$ cat config.mk
export PLATFORM = sky130hd
export DESIGN_NAME = bspu_front
export DESIGN_NICKNAME = d
export VERILOG_FILES = /design/src/hw/rtl/bmp_scanline_pixel_unpacker_top_defines.svh /design/src/hw/rtl/bspu_pkg.sv /design/src/hw/rtl/bspu_front.sv
export SDC_FILE = /design/constraint.sdc
export NUM_CORES = 1
export LEC_CHECK = 0
export BUFFER_PORTS_ARGS = -buffer_cell sky130_fd_sc_hd__buf_2
export CORE_AREA = 2 2 192 100
export CTS_CLUSTER_SIZE = 30
export DETAILED_ROUTE_END_ITERATION = 10
export DIE_AREA = 0 0 194 102
export HOLD_SLACK_MARGIN = 0.02
export PLACE_DENSITY_LB_ADDON = 0.05
export SLEW_MARGIN = 20
export SYNTH_ARGS = -nofsm -noshare
export SYNTH_HDL_FRONTEND = slang
export SYNTH_SLANG_ARGS = --single-unit
$ cat constraint.sdc
create_clock -name clock -period 8.04 [get_ports clock]
set_input_delay 0.804 -clock clock [delete_from_list [all_inputs] [get_ports clock]]
set_output_delay 0.804 -clock clock [all_outputs]
set_load 0.01 [all_outputs]
$ cat src/hw/rtl/bmp_scanline_pixel_unpacker_top_defines.svh
// Assertion helpers shared by the unpacker RTL.
`ifndef BMP_SCANLINE_PIXEL_UNPACKER_TOP_DEFINES_SVH
`define BMP_SCANLINE_PIXEL_UNPACKER_TOP_DEFINES_SVH

// Same-cycle implication, checked outside reset.
`define BSPU_ASSERT_IMPL(label, clk, rst, ante, cons) \
   label: assert property (@(posedge clk) disable iff (rst) (ante) |-> (cons)) \
      else $error("bspu assertion failed");

// Next-cycle implication, checked outside reset.
`define BSPU_ASSERT_NEXT(label, clk, rst, ante, cons) \
   label: assert property (@(posedge clk) disable iff (rst) (ante) |=> (cons)) \
      else $error("bspu assertion failed");

`endif

$ cat src/hw/rtl/bspu_pkg.sv
`default_nettype none
package bspu_pkg;

   localparam int CFG_W       = 12;
   localparam int DEPTH_W     = 3;
   localparam int CSR_IDX_W   = 3;
   localparam int REQ_TYPE_W  = 2;
   localparam int PAL_IDX_W   = 8;
   localparam int BYTE_W      = 8;
   localparam int COLOR_W     = 24;
   localparam int XY_W        = 13;
   localparam int CNT_W       = 4;
   localparam int LANE_W      = 3;
   localparam int PHASE_W     = 2;

   localparam int DEF_MAX_WIDTH       = 2048;
   localparam int DEF_MAX_HEIGHT      = 2048;
   localparam int DEF_PALETTE_ENTRIES = 256;
   localparam int QUEUE_DEPTH         = 4;

   typedef enum logic [REQ_TYPE_W-1:0] {
      REQ_PAL_WRITE = 2'd0,
      REQ_DATA      = 2'd1,
      REQ_RESTART   = 2'd2,
      REQ_NONE      = 2'd3
   } req_kind_type;

   typedef enum logic [DEPTH_W-1:0] {
      DEPTH_1  = 3'd0,
      DEPTH_4  = 3'd1,
      DEPTH_8  = 3'd2,
      DEPTH_16 = 3'd3,
      DEPTH_24 = 3'd4,
      DEPTH_32 = 3'd5
   } depth_code_type;

   typedef enum logic [CSR_IDX_W-1:0] {
      CSR_DEPTH       = 3'd0,
      CSR_IMG_WIDTH   = 3'd1,
      CSR_DRAW_WIDTH  = 3'd2,
      CSR_DRAW_HEIGHT = 3'd3,
      CSR_ORIGIN_X    = 3'd4,
      CSR_ORIGIN_Y    = 3'd5
   } csr_idx_type;

   typedef enum logic [1:0] {
      MODE_IDX1   = 2'd0,
      MODE_IDX4   = 2'd1,
      MODE_IDX8   = 2'd2,
      MODE_DIRECT = 2'd3
   } mode_type;

   typedef struct packed {
      logic [DEPTH_W-1:0] depth;
      logic [CFG_W-1:0]   image_width;
      logic [CFG_W-1:0]   draw_width;
      logic [CFG_W-1:0]   draw_height;
      logic [CFG_W-1:0]   origin_x;
      logic [CFG_W-1:0]   origin_y;
   } bspu_cfg_type;

   // One queue entry: a palette write (data = index) or one byte's pixel run.
   typedef struct packed {
      logic               is_write;
      mode_type           mode;
      logic [BYTE_W-1:0]  data;
      logic [COLOR_W-1:0] color;
      logic [XY_W-1:0]    x;
      logic [XY_W-1:0]    y;
      logic [CNT_W-1:0]   count;
   } bspu_job_type;

   function automatic logic [COLOR_W-1:0] rgb565_to_888(input logic [15:0] v);
      return {v[15:11], 3'b000, v[10:5], 2'b00, v[4:0], 3'b000};
   endfunction

endpackage
`default_nettype wire

$ cat src/hw/rtl/bspu_front.sv
`default_nettype none
module bspu_front #(
   parameter int MAX_WIDTH  = bspu_pkg::DEF_MAX_WIDTH,
   parameter int MAX_HEIGHT = bspu_pkg::DEF_MAX_HEIGHT
) (
   input  wire logic                                  clock,
   input  wire logic                                  reset,
   input  wire bspu_pkg::bspu_cfg_type                cfg,
   input  wire logic                                  req_valid,
   output logic                                       req_stall,
   input  wire logic [bspu_pkg::REQ_TYPE_W-1:0]       req_type,
   input  wire logic [bspu_pkg::PAL_IDX_W-1:0]        req_pal_index,
   input  wire logic [bspu_pkg::COLOR_W-1:0]          req_pal_color,
   input  wire logic [bspu_pkg::BYTE_W-1:0]           req_data_byte,
   output logic                                       push,
   output bspu_pkg::bspu_job_type                     push_job,
   input  wire logic                                  queue_full
);
   import bspu_pkg::*;

   localparam int WID_W  = $clog2(MAX_WIDTH + 1);
   localparam int CW     = (WID_W > CFG_W) ? WID_W : CFG_W;
   localparam int COL_W  = CW + 1;
   localparam int BIR_W  = CW + 2;
   localparam int STR_W  = CW + 6;
   localparam int ROW_W  = $clog2(MAX_HEIGHT);
   localparam int HGT_W0 = $clog2(MAX_HEIGHT + 1);
   localparam int HC     = (HGT_W0 > CFG_W) ? HGT_W0 : CFG_W;
   localparam int XS_W   = ((COL_W > CFG_W) ? COL_W : CFG_W) + 1;
   localparam int YS_W   = ((ROW_W > CFG_W) ? ROW_W : CFG_W) + 1;

   logic [ROW_W-1:0]   row_ff, row_in;
   logic [BIR_W-1:0]   bir_ff, bir_in;
   logic [COL_W-1:0]   col_ff, col_in;
   logic [COLOR_W-1:0] partial_ff, partial_in;
   logic [PHASE_W-1:0] phase_ff, phase_in;
   logic               done_ff, done_in;

   logic               accept;
   logic [CW-1:0]      img_w, eff_w, drw, dw_eff;
   logic [STR_W-1:0]   ew, row_bits, stride;
   logic [HC-1:0]      hgt, h_sat;
   logic [ROW_W-1:0]   restart_row;
   logic               restart_done;
   logic               emit;
   mode_type           emode;
   logic [COLOR_W-1:0] ecolor, acc, partial_nx;
   logic [PHASE_W-1:0] phase_nx;
   logic [PHASE_W:0]   phase_inc;
   logic [CNT_W-1:0]   ppb, count;
   logic [COL_W-1:0]   dw_c, rem, col_adv;
   logic [BIR_W-1:0]   bir_inc;
   logic               row_end;
   logic [XS_W-1:0]    xsum;
   logic [YS_W-1:0]    ysum;

   assign req_stall = queue_full;
   assign accept    = req_valid && !req_stall;

   // Effective geometry from the registers.
   always_comb begin
      img_w = CW'(cfg.image_width);
      if (img_w == '0) begin
         eff_w = CW'(1);
      end else if (img_w > CW'(MAX_WIDTH)) begin
         eff_w = CW'(MAX_WIDTH);
      end else begin
         eff_w = img_w;
      end
      drw    = CW'(cfg.draw_width);
      dw_eff = (drw > eff_w) ? eff_w : drw;
      ew     = STR_W'(eff_w);
      case (cfg.depth)
         DEPTH_1:  row_bits = ew;
         DEPTH_4:  row_bits = ew << 2;
         DEPTH_16: row_bits = ew << 4;
         DEPTH_24: row_bits = (ew << 4) + (ew << 3);
         DEPTH_32: row_bits = ew << 5;
         default:  row_bits = ew << 3;
      endcase
      stride = ((row_bits + STR_W'(31)) >> 5) << 2;
      hgt    = HC'(cfg.draw_height);
      h_sat  = (hgt > HC'(MAX_HEIGHT)) ? HC'(MAX_HEIGHT) : hgt;
      restart_done = (h_sat == '0);
      restart_row  = restart_done ? '0 : ROW_W'(h_sat - HC'(1));
   end

   // Decode one data byte.
   always_comb begin
      emit       = 1'b0;
      emode      = MODE_IDX8;
      ecolor     = '0;
      ppb        = CNT_W'(1);
      partial_nx = partial_ff;
      phase_nx   = phase_ff;
      acc        = partial_ff | (COLOR_W'(req_data_byte) << {phase_ff, 3'b000});
      phase_inc  = {1'b0, phase_ff} + (PHASE_W + 1)'(1);
      case (cfg.depth)
         DEPTH_1: begin
            emit  = 1'b1;
            emode = MODE_IDX1;
            ppb   = CNT_W'(8);
         end
         DEPTH_4: begin
            emit  = 1'b1;
            emode = MODE_IDX4;
            ppb   = CNT_W'(2);
         end
         DEPTH_16: begin
            emode = MODE_DIRECT;
            if (phase_ff == '0) begin
               partial_nx = COLOR_W'(req_data_byte);
               phase_nx   = PHASE_W'(1);
            end else begin
               emit       = 1'b1;
               ecolor     = rgb565_to_888({req_data_byte, partial_ff[7:0]});
               partial_nx = '0;
               phase_nx   = '0;
            end
         end
         DEPTH_24, DEPTH_32: begin
            emode = MODE_DIRECT;
            if (phase_inc >= ((cfg.depth == DEPTH_24) ? 3'd3 : 3'd4)) begin
               emit       = 1'b1;
               ecolor     = acc;
               partial_nx = '0;
               phase_nx   = '0;
            end else begin
               partial_nx = acc;
               phase_nx   = phase_inc[PHASE_W-1:0];
            end
         end
         default: begin
            emit  = 1'b1;
            emode = MODE_IDX8;
         end
      endcase

      dw_c = COL_W'(dw_eff);
      rem  = dw_c - col_ff;
      if (emit && (col_ff < dw_c)) begin
         count = (rem < COL_W'(ppb)) ? CNT_W'(rem) : ppb;
      end else begin
         count = '0;
      end
      col_adv = emit ? col_ff + COL_W'(ppb) : col_ff;
      bir_inc = bir_ff + BIR_W'(1);
      row_end = (STR_W'(bir_inc) >= stride);
      xsum    = XS_W'(col_ff) + XS_W'(cfg.origin_x);
      ysum    = YS_W'(row_ff) + YS_W'(cfg.origin_y);
   end

   // Queue entry and position update.
   always_comb begin
      push              = 1'b0;
      push_job.is_write = 1'b0;
      push_job.mode     = emode;
      push_job.data     = req_data_byte;
      push_job.color    = ecolor;
      push_job.x        = xsum[XY_W-1:0];
      push_job.y        = ysum[XY_W-1:0];
      push_job.count    = count;
      row_in     = row_ff;
      bir_in     = bir_ff;
      col_in     = col_ff;
      partial_in = partial_ff;
      phase_in   = phase_ff;
      done_in    = done_ff;
      if (accept) begin
         case (req_type)
            REQ_PAL_WRITE: begin
               push              = 1'b1;
               push_job.is_write = 1'b1;
               push_job.data     = req_pal_index;
               push_job.color    = req_pal_color;
               push_job.count    = '0;
            end
            REQ_RESTART: begin
               row_in     = restart_row;
               done_in    = restart_done;
               bir_in     = '0;
               col_in     = '0;
               partial_in = '0;
               phase_in   = '0;
            end
            REQ_DATA: begin
               if (!done_ff) begin
                  push = (count != '0);
                  if (row_end) begin
                     bir_in     = '0;
                     col_in     = '0;
                     partial_in = '0;
                     phase_in   = '0;
                     if (row_ff == '0) begin
                        done_in = 1'b1;
                     end else begin
                        row_in = row_ff - ROW_W'(1);
                     end
                  end else begin
                     bir_in     = bir_inc;
                     col_in     = col_adv;
                     partial_in = partial_nx;
                     phase_in   = phase_nx;
                  end
               end
            end
            default: ;
         endcase
      end
   end

   // Reset draw height is zero: the frame starts out finished.
   always_ff @(posedge clock) begin
      if (reset) begin
         row_ff     <= '0;
         bir_ff     <= '0;
         col_ff     <= '0;
         partial_ff <= '0;
         phase_ff   <= '0;
         done_ff    <= 1'b1;
      end else begin
         row_ff     <= row_in;
         bir_ff     <= bir_in;
         col_ff     <= col_in;
         partial_ff <= partial_in;
         phase_ff   <= phase_in;
         done_ff    <= done_in;
      end
   end
endmodule
`default_nettype wire

# ---- Word-level counts from Yosys, hierarchy flattened
# Index checks and enable logic that the tools add are counted.
# W data, S select, Z words.
dict set report classes {
  shift 1
  reduce_logical 18
  n_addsub 10
  bitwise_logic 1
  n_eq_ne 11
  magnitude_cmp 7
  mux 53
}
# operator n
set ops {}
lappend ops {{$pmux W24 S2} 3}
lappend ops {{$mux W24} 5}
lappend ops {{$pmux W17 S5} 1}
lappend ops {{$mux W32} 2}
lappend ops {{$mux W12} 4}
lappend ops {{$mux W11} 4}
lappend ops {{$mux W13} 3}
lappend ops {{$mux W14} 2}
lappend ops {{$pmux W14 S2} 1}
lappend ops {{$pmux W13 S2} 1}
lappend ops {{$gt A12 B12 Y1 const B} 2}
lappend ops {{$logic_not A12 Y1} 2}
lappend ops {{$or A24 B24 Y24} 1}
lappend ops {{$shl A8 B5 Y24} 1}
lappend ops {{$pmux W11 S2} 1}
lappend ops {{$sub A11 B1 Y11 const B} 2}
lappend ops {{$add A18 B5 Y18 const B} 1}
lappend ops {{$add A16 B15 Y17} 1}
lappend ops {{$mux W4} 4}
lappend ops {{$ge A14 B15 Y1} 1}
lappend ops {{$add A14 B1 Y14 const B} 1}
lappend ops {{$add A11 B12 Y13} 1}
lappend ops {{$add A13 B12 Y13} 1}
lappend ops {{$add A13 B4 Y13} 1}
lappend ops {{other kinds (35)} 55}
dict set report word_totals {
  word_cells 107
  in_bits 109
  output_inout_bits 67
  register_bits 65
}

# ---- Logic depth before layout (Yosys ltp)
dict set report logic_depth {
  depth_word 13
  depth_mapped 27
}

# ---- Worst setup path before layout
# Ideal clock, no wire load.
dict set report synth_timing {
  kind {input-to-output}
  startpoint {input port cfg[59] in the netlist's numbering}
  endpoint {output port push_job[0] in the netlist's numbering}
  required_time_ns 7.236
  setup_slack_ns 1.625
  arrival_time_ns 5.611
  cell_stages 21
  cell_sequence {clkbuf_1 buf_2 nor2b_1 inv_1 ha_1 nand4_1 or3_1 o221ai_1 clkbuf_1 mux2i_1 ha_1 inv_1 fa_1 a21o_1 a21o_1 a221oi_2 mux2i_1 nor4_1 o2111ai_1 mux2_1 nor2_1}
}
# element line
set synth_rtl {}
lappend synth_rtl {{start, declared} bspu_front.sv:8} ;# input wire bspu_pkg::bspu_cfg_type cfg,
lappend synth_rtl {{end, declared} bspu_front.sv:16} ;# output bspu_pkg::bspu_job_type push_job,

==> results.toml <==
[status]
status = "complete, no violations"

[place]
dp.final_hpwl_mm = 21.13
dpl-instance-area_um2 = 9024
numPortBuffers = 175
gp_congestion = 0.9594
place_ws_ns = 1.065

[timing]
drv_slew = 0
final_hold_viol_count = 0
fin_crit_sh = 0.8751
layout_min_cycle_time_ns = 7.036
slew_headroom = 0.3953
setup_ws_ns = 1.004
worst_pin_slew_ns = 0.9038
tns_ns = 0
setup_violations = 0
rsz0062_at_grt = "no"
finClkSkew_ns = 0.01550
max_freq_mhz = 142.1

[floorplanning]
rows = 35
start_util = 0.4418
io_pins = 176
fp.dieH_um = 102
die_w_um = 194
die_area_um2 = 19790
core_area_um2 = 18040

[yosys]
synth_top_area_cell = "dfxtp_1"
ys_ff_latch = 65
synth_cells = 1104
synth_flop_cell = "dfxtp_1"
yosys_warnings = 0
async_flop_share = 0
synth_common_cells = "130 x nor2_1, 112 x nand2_1, 105 x a21oi_1, 85 x ha_1, 65 x dfxtp_1"
synth_edf_count = 0
avgSynthCellArea_um2 = 7.220
synthTopCellsByArea = "dfxtp_1 16%, ha_1 13%, a21oi_1 6.6%, nor2_1 6.1%, nand2_1 5.3%"
syn_nets = 1303
syn_area_um2 = 7971
ys_seq_area_frac = 0.1632
yosysUniqueCellTypes = 85
synth.most_common_cell = "nor2_1"
yosys.area.top_type_share = 0.1632

[final_layout]
layout.nets = 1452
nFillCells = 1864
area_delta_synth_final_pct = 17.01
drive_above_1_share = 0.1868
diodes = 0
fin_area_um2 = 9328

[setup_path]
arrival_ns = 6.23
path_delay_family = "compound AO/OA/AOI/OAI gates"
worstPathRequired_ns = 7.24
ff2ff_setup_slack_ns = 3.42
critPathKind = "input port to output port"
max_stage_delay_ns = 0.54
cp_common_cell = "ha_1"
crit_fanout = 11
cp_num_buf_inv = 3
crit_slowest_cell = "or4_4"
critPathCaptureType = "output port"
start_kind = "input port"

[clocking]
post_cts_buffers = 0
cts_buffers = 9
cts_tree = "done"
cts.sinks = 65
cts_buffer_depth = 2
root_buffer = "clkbuf_16"
cts_max_level = 3
post_cts_resized = 0
ctsHoldBuffers = 0
clkTransAtPathRegs_ns = 0.06
clock_latency_ns = 0.35

[detailed_routing]
firstDrtPassIters = 5
wl_mm = 26.21
vias = 8504
wl_per_cell_um = 17.49
antenna_left = 0
drt_iter0_markers = 694
vias_per_cell = 5.677
drc = 0

[grt]
grt_max_degree = 39
overflow = 0
track_usage = 0.2597
grt_pass1_wl_mm = 41.15
grt_pass1_vias = 7425
grt_antenna_before_repair = 0

[power]
power.leakage_uw = 0.004187
power_density_nw_per_um2 = 120.7
ir_worst_vdd_mv = 0.09569

[job]
max_cap_viol_count = 0

[hold_path]
hold_path.class = "register to register"
cells in the final DEF, fill, tap and decap left out, types with 14 or more instances in the layout:
cell,n
dfxtp_1,65
a21oi_1,105
o31ai_1,14
xnor2_1,44
nor3_1,26
nand3_1,33
a21o_1,30
buf_2,175
nor2b_1,26
ha_1,85
inv_1,60
a31oi_1,15
nor2_1,130
xor2_1,14
nand2b_1,15
o21ai_0,56
nand2_1,112
logic make-up after synthesis:
| kind of cell | Yosys count | synth area share |
|---|---|---|
| simple gates | 416 | 0.2538 |
| compound gates | 343 | 0.2882 |
| buf+inv | 108 | 0.05274 |
| flops | 65 | 0.1632 |
| mux | 24 | 0.03233 |
| fa+ha+maj | 90 | 0.1460 |
| xor+xnor | 58 | 0.06373 |
final cells by class:
| cell class | instances | area, um^2 | share of cell area |
|---|---|---|---|
| Sequential cell | 65 | 1301 | 0.1395 |
| Multi-Input combinational cell | 931 | 6250 | 0.6700 |
| Inverter | 63 | 236.5 | 0.02535 |
| Timing Repair Buffer | 183 | 935.9 | 0.1003 |
| Tap cell | 240 | 300.3 | 0.03219 |
| Clock inverter | 6 | 75.07 | 0.008048 |
| Clock buffer | 10 | 229.0 | 0.02455 |
worst paths after layout:
kind / from / to / cells after the start
min reg2reg: partial_ff[8] / partial_ff[8] / 1
max: cfg[49] / push_job[0] / 26
max reg2reg: bir_ff[0] / partial_ff[6] / 16
min: partial_ff[8] / partial_ff[8] / 1
power by group:
part / total [uW] / switching [uW] / internal (uW) / leakage, uW
Sequential: 327 / 2.75 / 324 / 0.000524
Combinational: 387 / 233 / 154 / 0.00352
Clock: 411 / 166 / 245 / 0.000146
Total: 1130 / 402 / 724 / 0.00419
routing by layer:
layer	part of all wire	wire length, um	GRT usage	vias to the layer above
met2	0.36	9459	0.3263	275
met3	0.085	2219	0.06766	18
met4	0.0055	143	0.03263	0
met5	0	0	0	-
met1	0.55	14390	0.4279	3888
li1	-	-	-	4323
sequential cells by signal, summed over array words and instances (netlist names):
name,count
phase_ff,2
done_ff,1
bir_ff,14
col_ff,13
row_ff,11
partial_ff,24
worst reg2reg max path: stages, from the launching register on:
cell and delay (ns):
dfxtp_1 0.37, ha_1 0.32, nand3_1 0.21, or2_2 0.39, inv_1 0.08, and3_1 0.18, nand3_1 0.09, xnor2_1 0.37
ha_1 0.32, a21o_1 0.16, a21oi_1 0.18, nand2_1 0.09, a311oi_1 0.37, o21a_1 0.21, nand2_1 0.25, nor4_2 0.75
a22o_1 0.22
stage by stage:
step | hold WS [ns] | util | std cells | total power (uW)
floorplan | 0.4342 | - | 1104 | 589.5
global placement | 0.4494 | 0.5001 | 1482 | 714.6
detailed placement | 0.4539 | 0.5001 | 1482 | 711.9
CTS | 0.4723 | 0.5170 | 1498 | 1126
global route | 0.4894 | 0.5170 | 1498 | 1186
finish | 0.4710 | 0.5170 | 1498 | 1126
No activity file was read; power rests on OpenSTA's default activity.
