<file path="config.mk">
export PLATFORM = sky130hd
export DESIGN_NAME = bspu_queue
export DESIGN_NICKNAME = d
export VERILOG_FILES = /design/src/hw/rtl/bspu_pkg.sv /design/src/hw/rtl/bspu_queue.sv
export VERILOG_INCLUDE_DIRS = /design/src /design/src/hw/rtl
export SDC_FILE = /design/constraint.sdc
export NUM_CORES = 1
export LEC_CHECK = 0
export BUFFER_PORTS_ARGS = -buffer_cell sky130_fd_sc_hd__buf_2
export CAP_MARGIN = 20
export CORE_MARGIN = 2
export CORE_UTILIZATION = 64
export CTS_BUF_LIST = sky130_fd_sc_hd__clkbuf_2
export DETAILED_ROUTE_END_ITERATION = 12
export MAX_ROUTING_LAYER = met4
export PLACE_DENSITY = 0.88
export SYNTH_ARGS = -nofsm -noshare
export SYNTH_HDL_FRONTEND = slang
export SYNTH_SLANG_ARGS = --single-unit
export TNS_END_PERCENT = 50
</file>
<file path="constraint.sdc">
create_clock -name clock -period 5.1 [get_ports clock]
set_input_delay 0.51 -clock clock [delete_from_list [all_inputs] [get_ports clock]]
set_output_delay 0.51 -clock clock [all_outputs]
set_load 0.02 [all_outputs]
</file>
<file path="src/hw/rtl/bmp_scanline_pixel_unpacker_top_defines.svh">
// Assertion helpers shared by the unpacker RTL.
`ifndef BMP_SCANLINE_PIXEL_UNPACKER_TOP_DEFINES_SVH
`define BMP_SCANLINE_PIXEL_UNPACKER_TOP_DEFINES_SVH

// Same-cycle implication, checked outside reset.
`define BSPU_ASSERT_IMPL(label, clk, rst, ante, cons) \
   label: assert property (@(posedge clk) disable iff (rst) (ante) |-> (cons)) \
      else $error("bspu assertion failed");

// Next-cycle implication, checked outside reset.
`define BSPU_ASSERT_NEXT(label, clk, rst, ante, cons) \
   label: assert property (@(posedge clk) disable iff (rst) (ante) |=> (cons)) \
      else $error("bspu assertion failed");

`endif

</file>
<file path="src/hw/rtl/bspu_pkg.sv">
`default_nettype none
package bspu_pkg;

   localparam int CFG_W       = 12;
   localparam int DEPTH_W     = 3;
   localparam int CSR_IDX_W   = 3;
   localparam int REQ_TYPE_W  = 2;
   localparam int PAL_IDX_W   = 8;
   localparam int BYTE_W      = 8;
   localparam int COLOR_W     = 24;
   localparam int XY_W        = 13;
   localparam int CNT_W       = 4;
   localparam int LANE_W      = 3;
   localparam int PHASE_W     = 2;

   localparam int DEF_MAX_WIDTH       = 2048;
   localparam int DEF_MAX_HEIGHT      = 2048;
   localparam int DEF_PALETTE_ENTRIES = 256;
   localparam int QUEUE_DEPTH         = 4;

   typedef enum logic [REQ_TYPE_W-1:0] {
      REQ_PAL_WRITE = 2'd0,
      REQ_DATA      = 2'd1,
      REQ_RESTART   = 2'd2,
      REQ_NONE      = 2'd3
   } req_kind_type;

   typedef enum logic [DEPTH_W-1:0] {
      DEPTH_1  = 3'd0,
      DEPTH_4  = 3'd1,
      DEPTH_8  = 3'd2,
      DEPTH_16 = 3'd3,
      DEPTH_24 = 3'd4,
      DEPTH_32 = 3'd5
   } depth_code_type;

   typedef enum logic [CSR_IDX_W-1:0] {
      CSR_DEPTH       = 3'd0,
      CSR_IMG_WIDTH   = 3'd1,
      CSR_DRAW_WIDTH  = 3'd2,
      CSR_DRAW_HEIGHT = 3'd3,
      CSR_ORIGIN_X    = 3'd4,
      CSR_ORIGIN_Y    = 3'd5
   } csr_idx_type;

   typedef enum logic [1:0] {
      MODE_IDX1   = 2'd0,
      MODE_IDX4   = 2'd1,
      MODE_IDX8   = 2'd2,
      MODE_DIRECT = 2'd3
   } mode_type;

   typedef struct packed {
      logic [DEPTH_W-1:0] depth;
      logic [CFG_W-1:0]   image_width;
      logic [CFG_W-1:0]   draw_width;
      logic [CFG_W-1:0]   draw_height;
      logic [CFG_W-1:0]   origin_x;
      logic [CFG_W-1:0]   origin_y;
   } bspu_cfg_type;

   // One queue entry: a palette write (data = index) or one byte's pixel run.
   typedef struct packed {
      logic               is_write;
      mode_type           mode;
      logic [BYTE_W-1:0]  data;
      logic [COLOR_W-1:0] color;
      logic [XY_W-1:0]    x;
      logic [XY_W-1:0]    y;
      logic [CNT_W-1:0]   count;
   } bspu_job_type;

   function automatic logic [COLOR_W-1:0] rgb565_to_888(input logic [15:0] v);
      return {v[15:11], 3'b000, v[10:5], 2'b00, v[4:0], 3'b000};
   endfunction

endpackage
`default_nettype wire

</file>
<file path="src/hw/rtl/bspu_queue.sv">
`default_nettype none
`include "bmp_scanline_pixel_unpacker_top_defines.svh"
module bspu_queue #(
   parameter int DEPTH = bspu_pkg::QUEUE_DEPTH
) (
   input  wire logic                  clock,
   input  wire logic                  reset,
   input  wire logic                  push,
   input  wire bspu_pkg::bspu_job_type push_job,
   output logic                       full,
   input  wire logic                  pop,
   output logic                       not_empty,
   output bspu_pkg::bspu_job_type     head_job
);
   import bspu_pkg::*;

   localparam int PTR_W = (DEPTH > 1) ? $clog2(DEPTH) : 1;
   localparam int CNT_QW = $clog2(DEPTH + 1);

   bspu_job_type      slot_ff [DEPTH];
   logic [PTR_W-1:0]  wr_ptr_ff, wr_ptr_in;
   logic [PTR_W-1:0]  rd_ptr_ff, rd_ptr_in;
   logic [CNT_QW-1:0] count_ff, count_in;

   assign full      = (count_ff == CNT_QW'(DEPTH));
   assign not_empty = (count_ff != '0);
   assign head_job  = slot_ff[rd_ptr_ff];

   always_comb begin
      wr_ptr_in = wr_ptr_ff;
      rd_ptr_in = rd_ptr_ff;
      count_in  = count_ff;
      if (push) begin
         wr_ptr_in = (wr_ptr_ff == PTR_W'(DEPTH - 1)) ? '0 : wr_ptr_ff + PTR_W'(1);
      end
      if (pop) begin
         rd_ptr_in = (rd_ptr_ff == PTR_W'(DEPTH - 1)) ? '0 : rd_ptr_ff + PTR_W'(1);
      end
      if (push && !pop) begin
         count_in = count_ff + CNT_QW'(1);
      end else if (pop && !push) begin
         count_in = count_ff - CNT_QW'(1);
      end
   end

   always_ff @(posedge clock) begin
      if (reset) begin
         wr_ptr_ff <= '0;
         rd_ptr_ff <= '0;
         count_ff  <= '0;
      end else begin
         wr_ptr_ff <= wr_ptr_in;
         rd_ptr_ff <= rd_ptr_in;
         count_ff  <= count_in;
      end
   end

   always_ff @(posedge clock) begin
      if (push) begin
         slot_ff[wr_ptr_ff] <= push_job;
      end
   end

   `BSPU_ASSERT_IMPL(a_no_overflow, clock, reset, push, !full)
   `BSPU_ASSERT_IMPL(a_no_underflow, clock, reset, pop, not_empty)
   `BSPU_ASSERT_NEXT(a_count_up, clock, reset, push && !pop, count_ff == $past(count_ff) + 1)
endmodule
`default_nettype wire

</file>
Word level (Yosys, flattened, before mapping)
Memory sizes are Yosys's and may differ from the RTL's. A register that Yosys moved wholly into a read port is not among the register bits.
Index checks and enable logic that the tools add are counted.
- register bits: 7
- bits in writable memories: 260
- input port bits: 69
- output and inout port bits: 67
- word-level logic and storage cells: 25
- memories: 1
- $add $sub $neg: 4
- equal/unequal tests: 3
- mux-type cells: 8
- reductions and logical operators: 6
- memory list (name ; depth ; bits a word ; rd ports ; clocked after Yosys merged registers in ; wr ports ; line ; source):
    slot_ff ; 4 ; 65 ; 1 ; 1 ; 1 ; bspu_queue.sv:20 ; bspu_job_type slot_ff [DEPTH];
- operator list (operator ; count):
    $mux W2 ; 4
    $mux W3 ; 2
    $add A2 B1 Y2 const B ; 2
    $eq A2 B2 Y1 const B ; 2
    $add A3 B1 Y3 const B ; 1
    $eq A3 B3 Y1 const B ; 1
    $reduce_bool A3 Y1 ; 1
    $sub A3 B1 Y3 const B ; 1
    $logic_and A1 B1 Y1 ; 2
    $logic_not A1 Y1 ; 2
    $mux W1 ; 2
    $reduce_bool A2 Y1 ; 1

Logic depth before layout (Yosys ltp)
Gate-level depths: netlist (run 1).
- depth after elaboration: 4
- mapped depth: 7
- gate-level depth less buffers: 7

Least setup slack after synthesis (run 1)
OpenSTA, ideal clock, no wires.
- path type: reg-to-reg
- from: register wr_ptr_ff[0]
- to: memory slot_ff[3][0] (netlist name) (enable)
- library setup time: 0.430 ns
- arrival time: 2.076 ns
- required time: 4.670 ns
- slack: 2.594 ns
- stages on the path, launching flop included: 3
- buffers on the path: 0
- clock period less this slack: 2.506 ns
- cell sequence: dfxtp_1 -> ha_1 -> and2_1
- RTL lines (item ; line ; source):
    from (decl) ; bspu_queue.sv:21 ; logic [PTR_W-1:0] wr_ptr_ff, wr_ptr_in;
    from (signal assigned) ; bspu_queue.sv:52 ; wr_ptr_ff <= wr_ptr_in;
    to (decl) ; bspu_queue.sv:20 ;
No word-level cell before the write port.

==> run summary, run 1 <==
outcome = complete, no violations
Net Count, Synth = 459
H-tree depth = 2
CTS Buf Count = 60
Pwr Density = 363 mW/mm^2
initial antenna violation count = 1
Worst Path Max Fanout = 40
Die Area = 0.0164 mm^2
placed cell areas = 0.0106 mm^2
clk_lat worst skew = 780 ps
vias per cell = 5.75
dpl hpwl = 9260 um
R2R cell count = 2
final setup fails = 0
Net Sw Frac = 25.4%
fin area = 0.0119 mm^2
critical path class = flip-flop to output port
Cell Chain, Critical Path = buf_16 > mux4_2 > buf_2
Worst Setup EP = head_job[44]
vias in the first global route = 5354
WP buf/inv = 2
Mapped Area = 0.00987 mm^2
Final TNS setup = 0 ps
Worst Hold Class = input port to flip-flop
starting density of the core = 65.1%
worst clock skew = 61.6 ps
leakage = 4.20 nW
pin count of the biggest net entering global routing = 66
Reg2Reg Setup Slack = 3160 ps
most common cell after layout, fill and taps aside = edfxtp_1
Synth Instances = 383
total internal power = 0.00322 W
fraction of layout cells with a size suffix above 1 = 44.2%
Die X = 128 um
Critical Path Sink Type = output port
placer congestion estimate = 0.713
Nets = 711
GRT overflow = 0
syn_area_per_cell = 25.8 um^2
io pins = 136
CTS tree = yes
Starting DRT DRC Count = 338
root buffer cell = clkbuf_2
GRT Overall Usage = 24.5%
CTS clock-pin slew for the worst setup and hold paths = 120 ps
clock sinks = 269
synth warn = 0
Critical R2R Capture = slot_ff[3][3]$_DFFE_PP_
total core area = 0.0151 mm^2
Tcrit/Tclk final = 58.5%
first-pass GRT wire length = 28700 um
CP delay by family, top = multiplexers
Clk pwr share = 28.8%
max-cap violations = 0
area delta synth->final = 20.2%
# DRC = 0
Seq cells post-synth = 269
RSZ-0062 raised after global routing = no
CP max stage delay = 590 ps
Vias = 4992
clock buffer depth = 3
Critical Path RT = 4590 ps
Worst-Margin Slew = 1030 ps
Max-slew headroom = 31.4%
final max-slew violation count = 0
post-synthesis cell type count = 19
sequential fraction of design power = 59.8%
WHS = 112 ps
Gate power share = 11.4%
Arr. time, crit path = 2480 ps
num rows = 45
Worst path slowest cell = mux4_2
Worst path depth = 3
Final ANT Viol Nets = 0
CP Launch Type = flip-flop
Final min period = 2990 ps
peak supply drop = 0.259 mV
fmax = 335 MHz
switching pwr = 0.00109 W
Die Ht = 128 um
wire per inst = 22.0 um
TritonRoute pass-1 iters = 4
reg2reg start = wr_ptr_ff[0]$_SDFFE_PP0P_
Post-Route WL = 19100 um
Fin. Hold Viols = 0
IO Port Bufs = 135
# resized after CTS = 0
Total Power = 0.00431 W
most frequent cells in the layout = edfxtp_1, buf_2, clkbuf_2, dlygate4sd3_1, mux4_2
Seq/Total Area, Yosys = 81.0%
==> registers in the layout (all words and copies together), names as in the netlist, named ones only <==
register / flops
slot_ff: 260
count_ff: 3
rd_ptr_ff: 2
wr_ptr_ff: 2
==> worst reg2reg max path, cell delays in order (launching register included) <==
cell and delay [ps]:
dfxtp_1 420, ha_1 210, and2_4 770
==> through the flow <==
stage / setup slack (ps) / cells / util (%)
2_1_floorplan: 2590 / 383 / -
3_3_place_gp: 2320 / 693 / 70.3
3_5_place_dp: 2290 / 693 / 70.3
4_1_cts: 1390 / 866 / 78.1
5_1_grt: 1930 / 868 / 78.3
6_report: 2110 / 868 / 78.3
==> power groups by stage <==
stage / logic, W / clock network [W] / registers (W)
2_1_floorplan: 0.000310 / 0 / 0.00260
3_3_place_gp: 0.000412 / 0 / 0.00263
3_5_place_dp: 0.000424 / 0 / 0.00264
4_1_cts: 0.000469 / 0.00125 / 0.00259
5_1_grt: 0.000523 / 0.00138 / 0.00259
6_report: 0.000491 / 0.00124 / 0.00258
==> cells in the mapped netlist <==
master | count | area share [%]
buf_2 | 6 | 0.30
edfxtp_1 | 260 | 79
ha_1 | 6 | 0.76
buf_12 | 5 | 1.0
buf_4 | 1 | 0.076
dfxtp_1 | 9 | 1.8
o21ai_0 | 1 | 0.051
and2_1 | 4 | 0.25
xor2_1 | 2 | 0.18
nor2_1 | 7 | 0.27
or3_1 | 2 | 0.13
inv_1 | 4 | 0.15
mux4_2 | 65 | 15
clkbuf_1 | 1 | 0.038
nor3b_1 | 2 | 0.15
a21oi_1 | 2 | 0.10
mux2i_1 | 4 | 0.41
buf_6 | 1 | 0.11
fa_1 | 1 | 0.20
==> area by class of cell <==
cell class	count	area (um^2)
Inverter	4	15.0
Tap cell	188	235
Multi-Input combinational cell	96	1720
Sequential cell	269	8000
Timing Repair Buffer	204	1380
Clock buffer	91	455
Clock inverter	15	57.6
Antenna cell	1	2.50
Fill cell	757	3280
==> layer usage <==
metal / up-vias / routed length, um / part of all wire, % / GRT usage [%]
li1: 2183 / - / - / -
met1: 2509 / 7240 / 38 / 30.6
met2: 260 / 10200 / 53 / 40.6
met3: 40 / 1370 / 7.2 / 6.05
met4: 0 / 278 / 1.5 / 7.37
met5: - / 0 / 0 / -
==> cells by family after synthesis <==
kind of cell / synth area share (%)
AOI/OAI and AO/OA: 0.152
xor gates and xnor gates: 0.178
adders and majority gates: 0.964
buffers and inverters: 1.70
DFF: 81.0
muxes: 15.2
and+or+nand+nor: 0.799
==> how the worst min path moves through the flow <==
stage / start / endpoint / cells after the start
finish: push / wr_ptr_ff[1]$_SDFFE_PP0P_ / 3
global route: push / wr_ptr_ff[1]$_SDFFE_PP0P_ / 3
CTS: push / wr_ptr_ff[1]$_SDFFE_PP0P_ / 3
detailed placement: count_ff[2]$_SDFFE_PP0P_ / count_ff[2]$_SDFFE_PP0P_ / 2
global placement: count_ff[2]$_SDFFE_PP0P_ / count_ff[2]$_SDFFE_PP0P_ / 2
floorplan: count_ff[2]$_SDFFE_PP0P_ / count_ff[2]$_SDFFE_PP0P_ / 2
==> timing repair <==
item / 4_1_cts / 5_1_grt
setup endpoints to repair: 0 / 0
endpoints found under the hold margin: 269 / 0
hold buffers: 67 / 0
buffers inserted: 0 / 0
Power figures use the tool's default switching activity.
==> run 2: changes to the inputs <==
Settings changed: CORE_UTILIZATION 64 to 59, PLACE_DENSITY 0.88 to 0.82.
Clock period 5.1 ns to 2.95 ns, I/O delays scaled along.
==> run 2 against run 1 <==
Critical path depth unchanged. Register-to-register slack got worse by 2000 ps. Count of clock-buffer cells in the layout increased by 9. Critical path type unchanged. Highest routed layer unchanged.
==> run summary, run 2 (synthesized netlist as in run 1, its figures left out) <==
# DRC = 0 (unchanged)
most frequent cells in the layout = edfxtp_1, buf_2, clkbuf_2, dlygate4sd3_1, mux4_2 (unchanged)
CTS tree = yes (unchanged)
pin count of the biggest net entering global routing = 44 (was 66)
Tcrit/Tclk final = 89.8%
CTS Buf Count = 61 (was 60)
area delta synth->final = 22.3% (was 20.2%)
num rows = 47 (was 45)
worst clock skew = 34.3 ps (was 61.6 ps)
RSZ-0062 raised after global routing = no (unchanged)
Fin. Hold Viols = 0 (unchanged)
critical path class = flip-flop to output port (unchanged)
H-tree depth = 2 (unchanged)
GRT overflow = 0 (unchanged)
met1 Resource Use GR = 28.0% (was 30.6%)
Worst Hold Class = input port to flip-flop (unchanged)
wire per inst = 20.5 um (was 22.0 um)
first-pass GRT wire length = 28800 um (was 28700 um)
vias per cell = 5.51 (was 5.75)
switching pwr = 0.00185 W (was 0.00109 W)
fmax = 378 MHz
Finished Layout Cells = 911 (was 868)
Worst-Margin Slew = 681 ps (was 1030 ps)
Critical Path RT = 2650 ps (was 4590 ps)
clock sinks = 269 (unchanged)
Die X = 133 um (was 128 um)
outcome = complete, no violations (unchanged)
sequential fraction of design power = 59.2% (was 59.8%)
register name with the most flops = slot_ff (unchanged)
placed cells = 731 (was 693)
final setup fails = 0 (unchanged)
total core area = 0.0165 mm^2 (was 0.0151 mm^2)
Final ANT Viol Nets = 0 (unchanged)
TritonRoute pass-1 iters = 4 (unchanged)
Max-slew headroom = 54.6% (was 31.4%)
ant diodes = 0 (was 1)
CTS clock-pin slew for the worst setup and hold paths = 110 ps (was 120 ps)
peak supply drop = 0.371 mV (was 0.259 mV)
root buffer cell = clkbuf_2 (unchanged)
total internal power = 0.00564 W (was 0.00322 W)
Gate power share = 11.8% (was 11.4%)
Arr. time, crit path = 2350 ps (was 2480 ps)
leakage = 4.28 nW (was 4.20 nW)
clock buffer depth = 3 (unchanged)
dpl hpwl = 10500 um (was 9260 um)
most common cell after layout, fill and taps aside = edfxtp_1 (unchanged)
io pins = 136 (unchanged)
Worst Path Max Fanout = 26 (was 40)
vias in the first global route = 5504 (was 5354)
final max-slew violation count = 0 (unchanged)
Nets = 720 (was 711)
fraction of layout cells with a size suffix above 1 = 45.6% (was 44.2%)
GRT Overall Usage = 22.4% (was 24.5%)
Pwr Density = 621 mW/mm^2 (was 363 mW/mm^2)
Final TNS setup = 0 ps (unchanged)
Clk pwr share = 29.0% (was 28.8%)
HP Start = push_job[38] (was push)
max-cap violations = 0 (unchanged)
Post-Route WL = 18700 um (was 19100 um)
IO Port Bufs = 135 (unchanged)
Final min period = 2650 ps
Critical Path Sink Type = output port (unchanged)
Net Sw Frac = 24.7% (was 25.4%)
Starting DRT DRC Count = 269 (was 338)
starting density of the core = 59.9% (was 65.1%)
Vias = 5019 (was 4992)
GR peak layer = met2 (unchanged)
Largest register FFs = 260 (unchanged)
CP Launch Type = flip-flop (unchanged)
M3 GR Usage = 5.82% (was 6.05%)
initial antenna violation count = 0 (was 1)
clk_lat worst skew = 770 ps (was 780 ps)
grt met2 use = 37.2% (was 40.6%)
reg2reg start = wr_ptr_ff[0]$_SDFFE_PP0P_ (unchanged)
Regs by FF count = slot_ff (260), count_ff (3) (unchanged)
placer congestion estimate = 0.706 (was 0.713)
# resized after CTS = 0 (unchanged)
Die Ht = 133 um (was 128 um)
Die Area = 0.0178 mm^2 (was 0.0164 mm^2)
==> run 2: cell types whose count changed in the layout (fill, tap and decap cells not counted), sizes merged <==
cell	previous run	this run
clkbuf	91	100
clkinv	15	9
buf	137	143
dlygate4sd3	67	69
diode	1	0
inv	4	5
==> run 2: power groups by stage <==
stage                     sequential [W]  combinational, W  clock (W)
after CTS                        0.00444          0.000890    0.00225
after global routing             0.00445          0.000943    0.00243
final                            0.00444          0.000882    0.00217
after detailed placement         0.00453          0.000804          0
after floorplan                  0.00449          0.000536          0
after global placement           0.00451          0.000784          0
==> run 2: path summary, 6_finish.rpt <==
check                              to  slack [ps]  cells past startpoint
min reg2reg  count_ff[2]$_SDFFE_PP0P_         520                      2
max                      head_job[39]         300                      3
min          slot_ff[2][38]$_DFFE_PP_         250                      2
max reg2reg  slot_ff[2][34]$_DFFE_PP_        1140                      4
==> run 2: per-stage QoR <==
step / instance area (um^2) / util (%) / total power [W] / hold WS [ps] / worst slack (ps)
3_3_place_gp: 10800 / 65.7 / 0.00530 / 476 / 954
4_1_cts: 12100 / 73.3 / 0.00758 / 128 / 145
6_report: 12100 / 73.3 / 0.00749 / 254 / 302
3_5_place_dp: 10800 / 65.7 / 0.00533 / 492 / 936
5_1_grt: 12100 / 73.3 / 0.00783 / 124 / 63.8
2_1_floorplan: 9870 / - / 0.00503 / 364 / 444
==> run 2: cell type report <==
| type | count | area [um^2] |
|---|---|---|
| clock buffer | 100 | 500 |
| timing repair buffer | 212 | 1520 |
| tap | 220 | 275 |
| fill | 1012 | 4400 |
| multi-input combinational | 96 | 1720 |
| clock inverter | 10 | 37.5 |
| inverter | 4 | 15.0 |
| sequential | 269 | 8000 |
==> run 2: metal layers <==
layer  vias up  wire [um]
li1       2196          -
met4         0         78
met5         -          0
met3         8       1260
met2       204       9740
met1      2611       7580
==> run 2: timing repair <==
| item | 4_1_cts | 5_1_grt |
|---|---|---|
| hold endpoints to repair | 269 | 0 |
| buffers inserted | 1 | 0 |
| hold buffers | 69 | 0 |
| endpoints found under the setup margin | 2 | 0 |
==> run 2: worst max-delay path, cell delays in order (launching register included) <==
cell     delay [ps]
dfxtp_4         540
buf_12          270
mux4_2          550
buf_2           180
